### src/rtp_pkg.sv
// Shared types, constants and the character classifier for the radix integer text parser.
package rtp_pkg;

    localparam int ACC_WIDTH_DEF = 64;
    localparam int RADIX_W       = 6;
    localparam int MAG_W         = 63;

    localparam logic [7:0] CHAR_SPACE = 8'h20;
    localparam logic [7:0] CHAR_MINUS = 8'h2D;
    localparam logic [7:0] CHAR_PLUS  = 8'h2B;
    localparam logic [7:0] CHAR_ZERO  = 8'h30;
    localparam logic [7:0] CHAR_NINE  = 8'h39;
    localparam logic [7:0] CHAR_LO_A  = 8'h61;
    localparam logic [7:0] CHAR_LO_X  = 8'h78;
    localparam logic [7:0] CHAR_LO_Z  = 8'h7A;
    localparam logic [7:0] CHAR_UP_A  = 8'h41;
    localparam logic [7:0] CHAR_UP_X  = 8'h58;
    localparam logic [7:0] CHAR_UP_Z  = 8'h5A;

    localparam logic [7:0] RADIX_MAX = 8'd36;
    localparam logic [7:0] RADIX_MIN = 8'd2;
    localparam logic [7:0] RADIX_SEL_DEFAULT = 8'd0;
    localparam logic [7:0] RADIX_SEL_HEX = 8'd16;
    localparam logic [RADIX_W-1:0] RADIX_HEX = 6'd16;
    localparam logic [RADIX_W-1:0] RADIX_DEC = 6'd10;
    localparam logic [RADIX_W-1:0] DIGIT_NONE = 6'd63;

    typedef enum logic [3:0] {
        PH_SKIP   = 4'b0001,
        PH_START  = 4'b0010,
        PH_DIGITS = 4'b0100,
        PH_DONE   = 4'b1000
    } t_phase;

    typedef struct packed {
        logic [RADIX_W-1:0] digit;
        logic               is_space;
        logic               is_minus;
        logic               is_plus;
        logic               is_zero;
        logic               is_x;
        logic               last;
    } t_cls;

    function automatic logic [RADIX_W-1:0] digit_value(input logic [7:0] c);
        logic [7:0] d;
        begin
            d = 8'd63;
            if (c >= CHAR_ZERO && c <= CHAR_NINE) begin
                d = c - CHAR_ZERO;
            end else if (c >= CHAR_LO_A && c <= CHAR_LO_Z) begin
                d = c - CHAR_LO_A + 8'd10;
            end else if (c >= CHAR_UP_A && c <= CHAR_UP_Z) begin
                d = c - CHAR_UP_A + 8'd10;
            end
            return d[RADIX_W-1:0];
        end
    endfunction

endpackage

### src/rtp_in_if.sv
// Input channel carrying one text byte per word.
interface rtp_in_if;
    logic       valid;
    logic       ready;
    logic [7:0] char_byte;
    logic       last_byte;

    modport source (output valid, output char_byte, output last_byte, input ready);
    modport sink   (input valid, input char_byte, input last_byte, output ready);
endinterface

### src/rtp_out_if.sv
// Output channel carrying one parse result per word.
interface rtp_out_if;
    logic        valid;
    logic        ready;
    logic        is_number;
    logic        negative;
    logic [62:0] magnitude;

    modport source (output valid, output is_number, output negative, output magnitude,
                    input ready);
    modport sink   (input valid, input is_number, input negative, input magnitude,
                    output ready);
endinterface

### src/rtp_front.sv
// Front end: accepts text bytes and classifies each one for the queue.
module rtp_front
    import rtp_pkg::*;
(
    rtp_in_if.sink i_byte,
    input  logic   i_push_ready,
    output logic   o_push,
    output t_cls   o_push_data
);

    assign i_byte.ready = i_push_ready;
    assign o_push       = i_byte.valid & i_push_ready;

    always_comb begin
        o_push_data.digit    = digit_value(i_byte.char_byte);
        o_push_data.is_space = (i_byte.char_byte == CHAR_SPACE);
        o_push_data.is_minus = (i_byte.char_byte == CHAR_MINUS);
        o_push_data.is_plus  = (i_byte.char_byte == CHAR_PLUS);
        o_push_data.is_zero  = (i_byte.char_byte == CHAR_ZERO);
        o_push_data.is_x     = (i_byte.char_byte == CHAR_LO_X) ||
                               (i_byte.char_byte == CHAR_UP_X);
        o_push_data.last     = i_byte.last_byte;
    end

endmodule

### src/rtp_queue.sv
// Two-entry queue of classified bytes between the front and back ends.
module rtp_queue
    import rtp_pkg::*;
(
    input  logic i_clk,
    input  logic i_rst_n,
    input  logic i_push,
    input  t_cls i_push_data,
    output logic o_push_ready,
    input  logic i_pop,
    output logic o_pop_valid,
    output t_cls o_pop_data
);

    t_cls       r_mem [2];
    logic       r_wp;
    logic       r_rp;
    logic [1:0] r_count;

    assign o_push_ready = (r_count != 2'd2);
    assign o_pop_valid  = (r_count != 2'd0);
    assign o_pop_data   = r_mem[r_rp];

    always_ff @(posedge i_clk) begin
        if (i_push) begin
            r_mem[r_wp] <= i_push_data;
        end
    end

    always_ff @(posedge i_clk) begin
        if (!i_rst_n) begin
            r_wp    <= 1'b0;
            r_rp    <= 1'b0;
            r_count <= 2'd0;
        end else begin
            if (i_push) begin
                r_wp <= ~r_wp;
            end
            if (i_pop) begin
                r_rp <= ~r_rp;
            end
            if (i_push && !i_pop) begin
                r_count <= r_count + 2'd1;
            end else if (!i_push && i_pop) begin
                r_count <= r_count - 2'd1;
            end
        end
    end

endmodule

### src/rtp_back.sv
// Back end: runs the parse state machine and the digit multiply-add, and holds the result.
module rtp_back
    import rtp_pkg::*;
#(
    parameter int ACC_WIDTH = ACC_WIDTH_DEF
) (
    input  logic       i_clk,
    input  logic       i_rst_n,
    input  logic [7:0] i_radix_setting,
    input  logic       i_valid,
    input  t_cls       i_item,
    output logic       o_pop,
    rtp_out_if.source  o_result
);

    t_phase                r_phase, n_phase;
    logic                  r_minus, n_minus;
    logic [ACC_WIDTH-1:0]  r_acc, n_acc;
    logic                  r_digit_seen, n_digit_seen;
    logic [RADIX_W-1:0]    r_wr, n_wr;
    logic                  r_pending, n_pending;
    logic                  r_prefix_ok, n_prefix_ok;

    logic                  r_out_valid;
    logic                  r_out_num;
    logic                  r_out_neg;
    logic [MAG_W-1:0]      r_out_mag;

    logic                  set_bad;
    logic [RADIX_W-1:0]    set_radix;
    logic                  set_pok;
    logic [RADIX_W-1:0]    radix_used;
    logic                  pok_used;
    logic                  do_first;
    logic                  do_take;
    logic [ACC_WIDTH+RADIX_W-1:0] prod;
    logic                  slot_free;
    logic                  fin_num;
    logic [MAG_W-1:0]      fin_mag;

    always_comb begin
        set_bad   = 1'b0;
        set_radix = i_radix_setting[RADIX_W-1:0];
        set_pok   = (i_radix_setting == RADIX_SEL_HEX);
        if (i_radix_setting == RADIX_SEL_DEFAULT) begin
            set_radix = RADIX_DEC;
            set_pok   = 1'b1;
        end else if (i_radix_setting < RADIX_MIN || i_radix_setting > RADIX_MAX) begin
            set_bad = 1'b1;
        end
    end

    assign prod = ({{RADIX_W{1'b0}}, r_acc} * {{ACC_WIDTH{1'b0}}, radix_used})
                + {{ACC_WIDTH{1'b0}}, i_item.digit};

    always_comb begin
        n_phase      = r_phase;
        n_minus      = r_minus;
        n_acc        = r_acc;
        n_digit_seen = r_digit_seen;
        n_wr         = r_wr;
        n_pending    = r_pending;
        n_prefix_ok  = r_prefix_ok;
        radix_used   = r_wr;
        pok_used     = r_prefix_ok;
        do_first     = 1'b0;
        do_take      = 1'b0;

        unique case (r_phase)
            PH_SKIP: begin
                if (!i_item.is_space) begin
                    if (set_bad) begin
                        n_phase = PH_DONE;
                    end else begin
                        n_wr        = set_radix;
                        n_prefix_ok = set_pok;
                        radix_used  = set_radix;
                        pok_used    = set_pok;
                        if (i_item.is_minus) begin
                            n_minus = 1'b1;
                            n_phase = PH_START;
                        end else if (i_item.is_plus) begin
                            n_phase = PH_START;
                        end else begin
                            do_first = 1'b1;
                        end
                    end
                end
            end
            PH_START: begin
                do_first = 1'b1;
            end
            PH_DIGITS: begin
                if (r_pending) begin
                    n_pending = 1'b0;
                    if (i_item.is_x) begin
                        n_wr = RADIX_HEX;
                    end else begin
                        n_digit_seen = 1'b1;
                        do_take      = 1'b1;
                    end
                end else begin
                    do_take = 1'b1;
                end
            end
            PH_DONE: begin
            end
            default: begin
            end
        endcase

        if (do_first) begin
            n_phase = PH_DIGITS;
            if (pok_used && i_item.is_zero) begin
                n_pending = 1'b1;
            end else begin
                do_take = 1'b1;
            end
        end

        if (do_take) begin
            if (i_item.digit >= radix_used) begin
                n_phase = PH_DONE;
            end else begin
                n_acc        = prod[ACC_WIDTH-1:0];
                n_digit_seen = 1'b1;
            end
        end
    end

    always_comb begin
        fin_num = (n_digit_seen | n_pending) & ~n_acc[ACC_WIDTH-1];
        fin_mag = '0;
        if (fin_num) begin
            fin_mag[ACC_WIDTH-2:0] = n_acc[ACC_WIDTH-2:0];
        end
    end

    assign slot_free = ~r_out_valid | o_result.ready;
    assign o_pop     = i_valid & (~i_item.last | slot_free);

    always_ff @(posedge i_clk) begin
        if (!i_rst_n) begin
            r_phase      <= PH_SKIP;
            r_minus      <= 1'b0;
            r_acc        <= '0;
            r_digit_seen <= 1'b0;
            r_wr         <= RADIX_DEC;
            r_pending    <= 1'b0;
            r_prefix_ok  <= 1'b0;
        end else if (o_pop) begin
            if (i_item.last) begin
                r_phase      <= PH_SKIP;
                r_minus      <= 1'b0;
                r_acc        <= '0;
                r_digit_seen <= 1'b0;
                r_wr         <= RADIX_DEC;
                r_pending    <= 1'b0;
                r_prefix_ok  <= 1'b0;
            end else begin
                r_phase      <= n_phase;
                r_minus      <= n_minus;
                r_acc        <= n_acc;
                r_digit_seen <= n_digit_seen;
                r_wr         <= n_wr;
                r_pending    <= n_pending;
                r_prefix_ok  <= n_prefix_ok;
            end
        end
    end

    always_ff @(posedge i_clk) begin
        if (!i_rst_n) begin
            r_out_valid <= 1'b0;
        end else if (o_pop && i_item.last) begin
            r_out_valid <= 1'b1;
        end else if (o_result.ready) begin
            r_out_valid <= 1'b0;
        end
    end

    always_ff @(posedge i_clk) begin
        if (o_pop && i_item.last) begin
            r_out_num <= fin_num;
            r_out_neg <= fin_num & n_minus;
            r_out_mag <= fin_mag;
        end
    end

    assign o_result.valid     = r_out_valid;
    assign o_result.is_number = r_out_num;
    assign o_result.negative  = r_out_neg;
    assign o_result.magnitude = r_out_mag;

endmodule

### src/radix_integer_text_parser.sv
// Top level of the radix integer text parser: radix register, front end, queue and back end.
// Throughput is one text byte per cycle unless the queue is full; a last byte also waits for a held result.
// A result is registered in the back end's result register when its last byte is popped from the queue.
// Input bytes keep flowing while a result waits, until the two-entry queue fills.
// Reset is synchronous and active low; it clears the parse state and sets the radix setting to zero (default).
module radix_integer_text_parser
    import rtp_pkg::*;
#(
    parameter int ACC_WIDTH = ACC_WIDTH_DEF
) (
    input  logic       i_clk,
    input  logic       i_rst_n,
    input  logic       i_cfg_we,
    input  logic [7:0] i_cfg_wdata,
    rtp_in_if.sink     i_byte,
    rtp_out_if.source  o_result
);

    logic [7:0] r_radix_setting;
    logic       push;
    logic       push_ready;
    t_cls       push_data;
    logic       pop;
    logic       pop_valid;
    t_cls       pop_data;

    always_ff @(posedge i_clk) begin
        if (!i_rst_n) begin
            r_radix_setting <= RADIX_SEL_DEFAULT;
        end else if (i_cfg_we) begin
            r_radix_setting <= i_cfg_wdata;
        end
    end

    rtp_front u_front (
        .i_byte       (i_byte),
        .i_push_ready (push_ready),
        .o_push       (push),
        .o_push_data  (push_data)
    );

    rtp_queue u_queue (
        .i_clk        (i_clk),
        .i_rst_n      (i_rst_n),
        .i_push       (push),
        .i_push_data  (push_data),
        .o_push_ready (push_ready),
        .i_pop        (pop),
        .o_pop_valid  (pop_valid),
        .o_pop_data   (pop_data)
    );

    rtp_back #(
        .ACC_WIDTH (ACC_WIDTH)
    ) u_back (
        .i_clk           (i_clk),
        .i_rst_n         (i_rst_n),
        .i_radix_setting (r_radix_setting),
        .i_valid         (pop_valid),
        .i_item          (pop_data),
        .o_pop           (pop),
        .o_result        (o_result)
    );

endmodule

### src/flat_wrapper.sv
// flat-port wrapper written by rule: the top's interface ports become plain ports
module radix_integer_text_parser_flat import rtp_pkg::*;
#(
    parameter int ACC_WIDTH = ACC_WIDTH_DEF
)
  (i_clk, i_rst_n, i_cfg_we, i_cfg_wdata, i_byte_valid, i_byte_char_byte, i_byte_last_byte, i_byte_ready, o_result_valid, o_result_is_number, o_result_negative, o_result_magnitude, o_result_ready);
  rtp_in_if i_byte_i ();
  rtp_out_if o_result_i ();
  input  logic i_clk;
  input  logic i_rst_n;
  input  logic i_cfg_we;
  input  logic [7:0] i_cfg_wdata;
  input wire logic [$bits(i_byte_i.valid)-1:0] i_byte_valid;
  input wire logic [$bits(i_byte_i.char_byte)-1:0] i_byte_char_byte;
  input wire logic [$bits(i_byte_i.last_byte)-1:0] i_byte_last_byte;
  output wire logic [$bits(i_byte_i.ready)-1:0] i_byte_ready;
  output wire logic [$bits(o_result_i.valid)-1:0] o_result_valid;
  output wire logic [$bits(o_result_i.is_number)-1:0] o_result_is_number;
  output wire logic [$bits(o_result_i.negative)-1:0] o_result_negative;
  output wire logic [$bits(o_result_i.magnitude)-1:0] o_result_magnitude;
  input wire logic [$bits(o_result_i.ready)-1:0] o_result_ready;
  assign i_byte_i.valid = i_byte_valid;
  assign i_byte_i.char_byte = i_byte_char_byte;
  assign i_byte_i.last_byte = i_byte_last_byte;
  assign i_byte_ready = i_byte_i.ready;
  assign o_result_valid = o_result_i.valid;
  assign o_result_is_number = o_result_i.is_number;
  assign o_result_negative = o_result_i.negative;
  assign o_result_magnitude = o_result_i.magnitude;
  assign o_result_i.ready = o_result_ready;
  radix_integer_text_parser #(.ACC_WIDTH(ACC_WIDTH)) u_core (.i_clk(i_clk), .i_rst_n(i_rst_n), .i_cfg_we(i_cfg_we), .i_cfg_wdata(i_cfg_wdata), .i_byte(i_byte_i), .o_result(o_result_i));
endmodule
### config.mk
export PLATFORM = sky130hd
export DESIGN_NAME = radix_integer_text_parser_flat
export DESIGN_NICKNAME = d
export VERILOG_FILES = /design/src/rtp_pkg.sv /design/src/rtp_in_if.sv /design/src/rtp_out_if.sv /design/src/rtp_front.sv /design/src/rtp_queue.sv /design/src/rtp_back.sv /design/src/radix_integer_text_parser.sv /design/src/flat_wrapper.sv
export SDC_FILE = /design/constraint.sdc
export NUM_CORES = 1
export LEC_CHECK = 0
export BUFFER_PORTS_ARGS = -buffer_cell sky130_fd_sc_hd__buf_4
export CORE_UTILIZATION = 55
export DETAILED_ROUTE_END_ITERATION = 12
export HOLD_SLACK_MARGIN = 0.06
export PLACE_DENSITY = 0.72
export REMOVE_ABC_BUFFERS = 1
export SETUP_SLACK_MARGIN = 0.5
export SLEW_MARGIN = 20
export SYNTH_ARGS = -nofsm -noshare
export SYNTH_HDL_FRONTEND = slang
export SYNTH_SLANG_ARGS = --single-unit
### constraint.sdc
create_clock -name i_clk -period 13.71 [get_ports i_clk]
set_input_delay 0.6855 -clock i_clk [delete_from_list [all_inputs] [get_ports i_clk]]
set_output_delay 0.6855 -clock i_clk [all_outputs]
set_load 0.01 [all_outputs]
==> out/qor.yml <==
status:
  status: "complete, no violations"
final_layout:
  drive_gt1_frac: 0.0787
  fin_util: 0.610
  syn_to_final_growth_pct: 8.29
  fin_nets: 2592
yosys:
  synth-simple-area-share: 0.227
  synth_area_per_cell_sq_um: 9.37
  ys.warnings.count: 0
  synth_xor_area_frac: 0.0256
  synth_compound_area_frac: 0.138
  yosysSeqAreaShare: 0.223
  synth_fa_ha_area_frac: 0.327
  synthArstFlopShare: 0
  synth_enable_flop_cells: 89
  synth_cell_types: 84
  ys.flop_type: "dfxtp_1"
  ys_ff_latch: 181
  synth.area.mux_share: 0.0206
  synth_top_family_by_area: "adder cells"
  syn_inst: 2159
  synth_area_sq_um: 20200
detailed_routing:
  routedWlPerCell_um: 20.7
  drt_iter0_drc: 1122
  drt_first_pass_iters: 5
  via_per_inst: 6.19
  ant_nets: 0
  vias: 16500
  wirelength_um: 55100
  drc: 0
clock_network:
  postCtsHoldBufs: 0
  clock-sinks: 181
  htree_levels: 4
  cts_buffers: 17
  root_buffer: "clkbuf_16"
  clk_latency_ns: 0.48
  cts_buffer_depth: 2
  cts_tree: "done"
  path_clk_slew_ns: 0.09
  post_cts.repair.setup_buffers: 0
  cts_resized: 0
power:
  p_comb_frac: 0.341
  ir_worst_vdd_v: 0.000112
  p_sw_mw: 0.801
  leakagePower_nw: 10.1
  power_frac_seq: 0.370
  p_sw_frac: 0.419
  power_mw: 1.91
  p_clk_frac: 0.289
  power.density_nw_per_um2: 87.3
  p_int_mw: 1.11
sta:
  relSlewSlack: 0.296
  tightestPinTransition_ns: 1.05
  rsz0062_at_grt: "false"
  hold_viol: 0
  fin_skew_ns: 0.0258
  hold_slack_ns: 0.410
  fin_crit_ns: 8.89
  setup_viol_count_final: 0
  slew_viol_final: 0
  tns_ns: 0
  fin_crit_sh: 0.649
  max_freq_ghz: 0.112
worst_setup_path:
  criticalPathCategory: "register to register"
  start_kind: "register"
  end_kind: "register"
  critical_path.slowest_cell: "dfxtp_1"
  crit_path_max_incr_delay_ns: 0.75
  crit_path_end: "u_core.u_back.o_result.magnitude[17]"
  reg2reg_slack_ns: 4.82
  cp.arrival_ns: 9.09
  path_max_fanout: 41
  required_ns: 13.90
  r2r_cells: 26
  reg2reg_to: "u_core.u_back.o_result.magnitude[17]"
grt:
  track_usage: 0.303
  grt_pass1_vias: 16900
  grt-ovfl-total: 0
  grt_max_degree: 68
  antenna_found_initial: 0
  grt_pass1_wl_um: 90000
placed_design:
  io_buffer_count: 88
  gp_congestion: 0.967
  dpl.hpwl_um: 39800
min_path:
  hold_class: "input port to register"
floorplan:
  io_pins: 89
  core_sq_um: 35900
  row_count: 69
  die-area_sq_um: 37500
  initial_core_util: 0.563
  fp.dieW_um: 194
  die_h_um: 194
flow_run:
  drv_cap: 0
[kinds of logic after synthesis]
logic type	Yosys count
flip-flops	181
buffers and inverters	201
AO/OA/AOI/OAI	425
adder cells (fa/ha/maj)	385
XOR/XNOR	56
multiplexers	41
AND/OR/NAND/NOR	870
[cell type report]
| type | instances | area [sq um] |
|---|---|---|
| clock buffers | 17 | 425 |
| diodes | 1 | 2.50 |
| clock inverters | 15 | 221 |
| multi-input cells | 1777 | 15000 |
| repair buffers | 109 | 818 |
| inverters | 99 | 372 |
| fillers | 3079 | 14000 |
| well taps | 461 | 577 |
| flip-flops and latches | 181 | 4510 |
[placed cells by master, fill, tap and decap left out, types with 17 or more instances in the layout]
master	n
edfxtp_1	89
xnor2_1	33
a21oi_1	125
inv_1	95
nor3_1	25
a21o_1	24
and3_1	17
xor2_1	21
o21ai_0	71
nor2b_1	66
nand3_1	37
a22oi_1	26
clkbuf_16	17
mux2i_1	36
ha_1	145
or3_1	22
and2_1	291
nor2_1	139
dfxtp_1	92
nand2_1	208
buf_4	109
fa_1	240
[critical path: cells and delay by family, from the launching register on]
kind,cells,cell delay (ns)
xor gates and xnor gates,1,0.25
buffers and inverters,6,1.26
muxes,1,0.46
and+or+nand+nor,5,1.38
adders and majority gates,5,2.40
AOI/OAI and AO/OA,8,2.06
DFF,1,0.75
[power groups by stage]
stage	Clock [mW]	Sequential, mW	Combinational [mW]
2_1_floorplan	0	0.737	0.302
3_3_place_gp	0	0.718	0.631
3_5_place_dp	0	0.719	0.647
4_1_cts	0.561	0.707	0.649
5_1_grt	0.574	0.717	0.697
6_report	0.553	0.707	0.652
[stage by stage]
stage	instances	setup slack, ns	instance area, sq um
2_1_floorplan	2057	4.43	19800
3_3_place_gp	2627	5.18	21200
3_5_place_dp	2627	4.93	21200
4_1_cts	2659	4.89	21900
5_1_grt	2659	4.09	21900
6_report	2660	4.82	21900
[how the worst min path moves through the flow]
stage                     slack (ns)                    endpoint                       start  depth (start not counted)
after floorplan                 0.43  u_core.u_back.r_digit_seen  u_core.u_back.r_digit_seen                          2
after global placement          0.44  u_core.u_back.r_digit_seen  u_core.u_back.r_digit_seen                          2
after detailed placement        0.46       u_core.u_back.r_minus       u_core.u_back.r_minus                          2
after CTS                       0.39  u_core.u_queue.r_mem[0][0]            i_byte_last_byte                          1
after global routing            0.40  u_core.u_queue.r_mem[1][0]            i_byte_last_byte                          1
final                           0.41  u_core.u_queue.r_mem[0][0]            i_byte_last_byte                          1
[synthesized netlist by cell type (16+ instances only)]
| master | n | area [sq um] |
|---|---|---|
| mux2i_1 | 36 | 360 |
| a22oi_1 | 26 | 195 |
| nand2_1 | 208 | 781 |
| or3_1 | 22 | 138 |
| and3_1 | 17 | 106 |
| and2_1 | 291 | 1820 |
| xor2_1 | 21 | 184 |
| nor2b_1 | 66 | 413 |
| dfxtp_1 | 92 | 1840 |
| a21o_1 | 24 | 180 |
| edfxtp_1 | 89 | 2670 |
| xnor2_1 | 33 | 289 |
| nor2_1 | 139 | 522 |
| a22o_1 | 16 | 140 |
| inv_1 | 97 | 364 |
| clkbuf_1 | 86 | 323 |
| nand3_1 | 37 | 185 |
| a21oi_1 | 127 | 636 |
| o21ai_0 | 72 | 360 |
| ha_1 | 145 | 1810 |
| nor3_1 | 25 | 125 |
| fa_1 | 240 | 4800 |
[flip-flops by register name, indices dropped and copies added, names as in the netlist, 2 cells and up, named ones only]
signal	flops
u_core.u_back.r_acc	64
u_core.u_back.o_result.magnitude	63
u_core.u_queue.r_mem	24
u_core.r_radix_setting	8
u_core.u_back.r_wr	6
u_core.u_back.r_phase	4
u_core.u_queue.r_count	2
[per-layer routing]
metal | GRT usage | share of wire | wire [um] | vias to the layer above
li1 | - | - | - | 7469
met4 | 0.120 | 0.032 | 1780 | 0
met3 | 0.0513 | 0.074 | 4100 | 108
met1 | 0.410 | 0.42 | 23300 | 8232
met2 | 0.487 | 0.47 | 25900 | 663
met5 | 0 | 0 | 0 | -
Note: power is estimated with default switching activity, not from simulation.
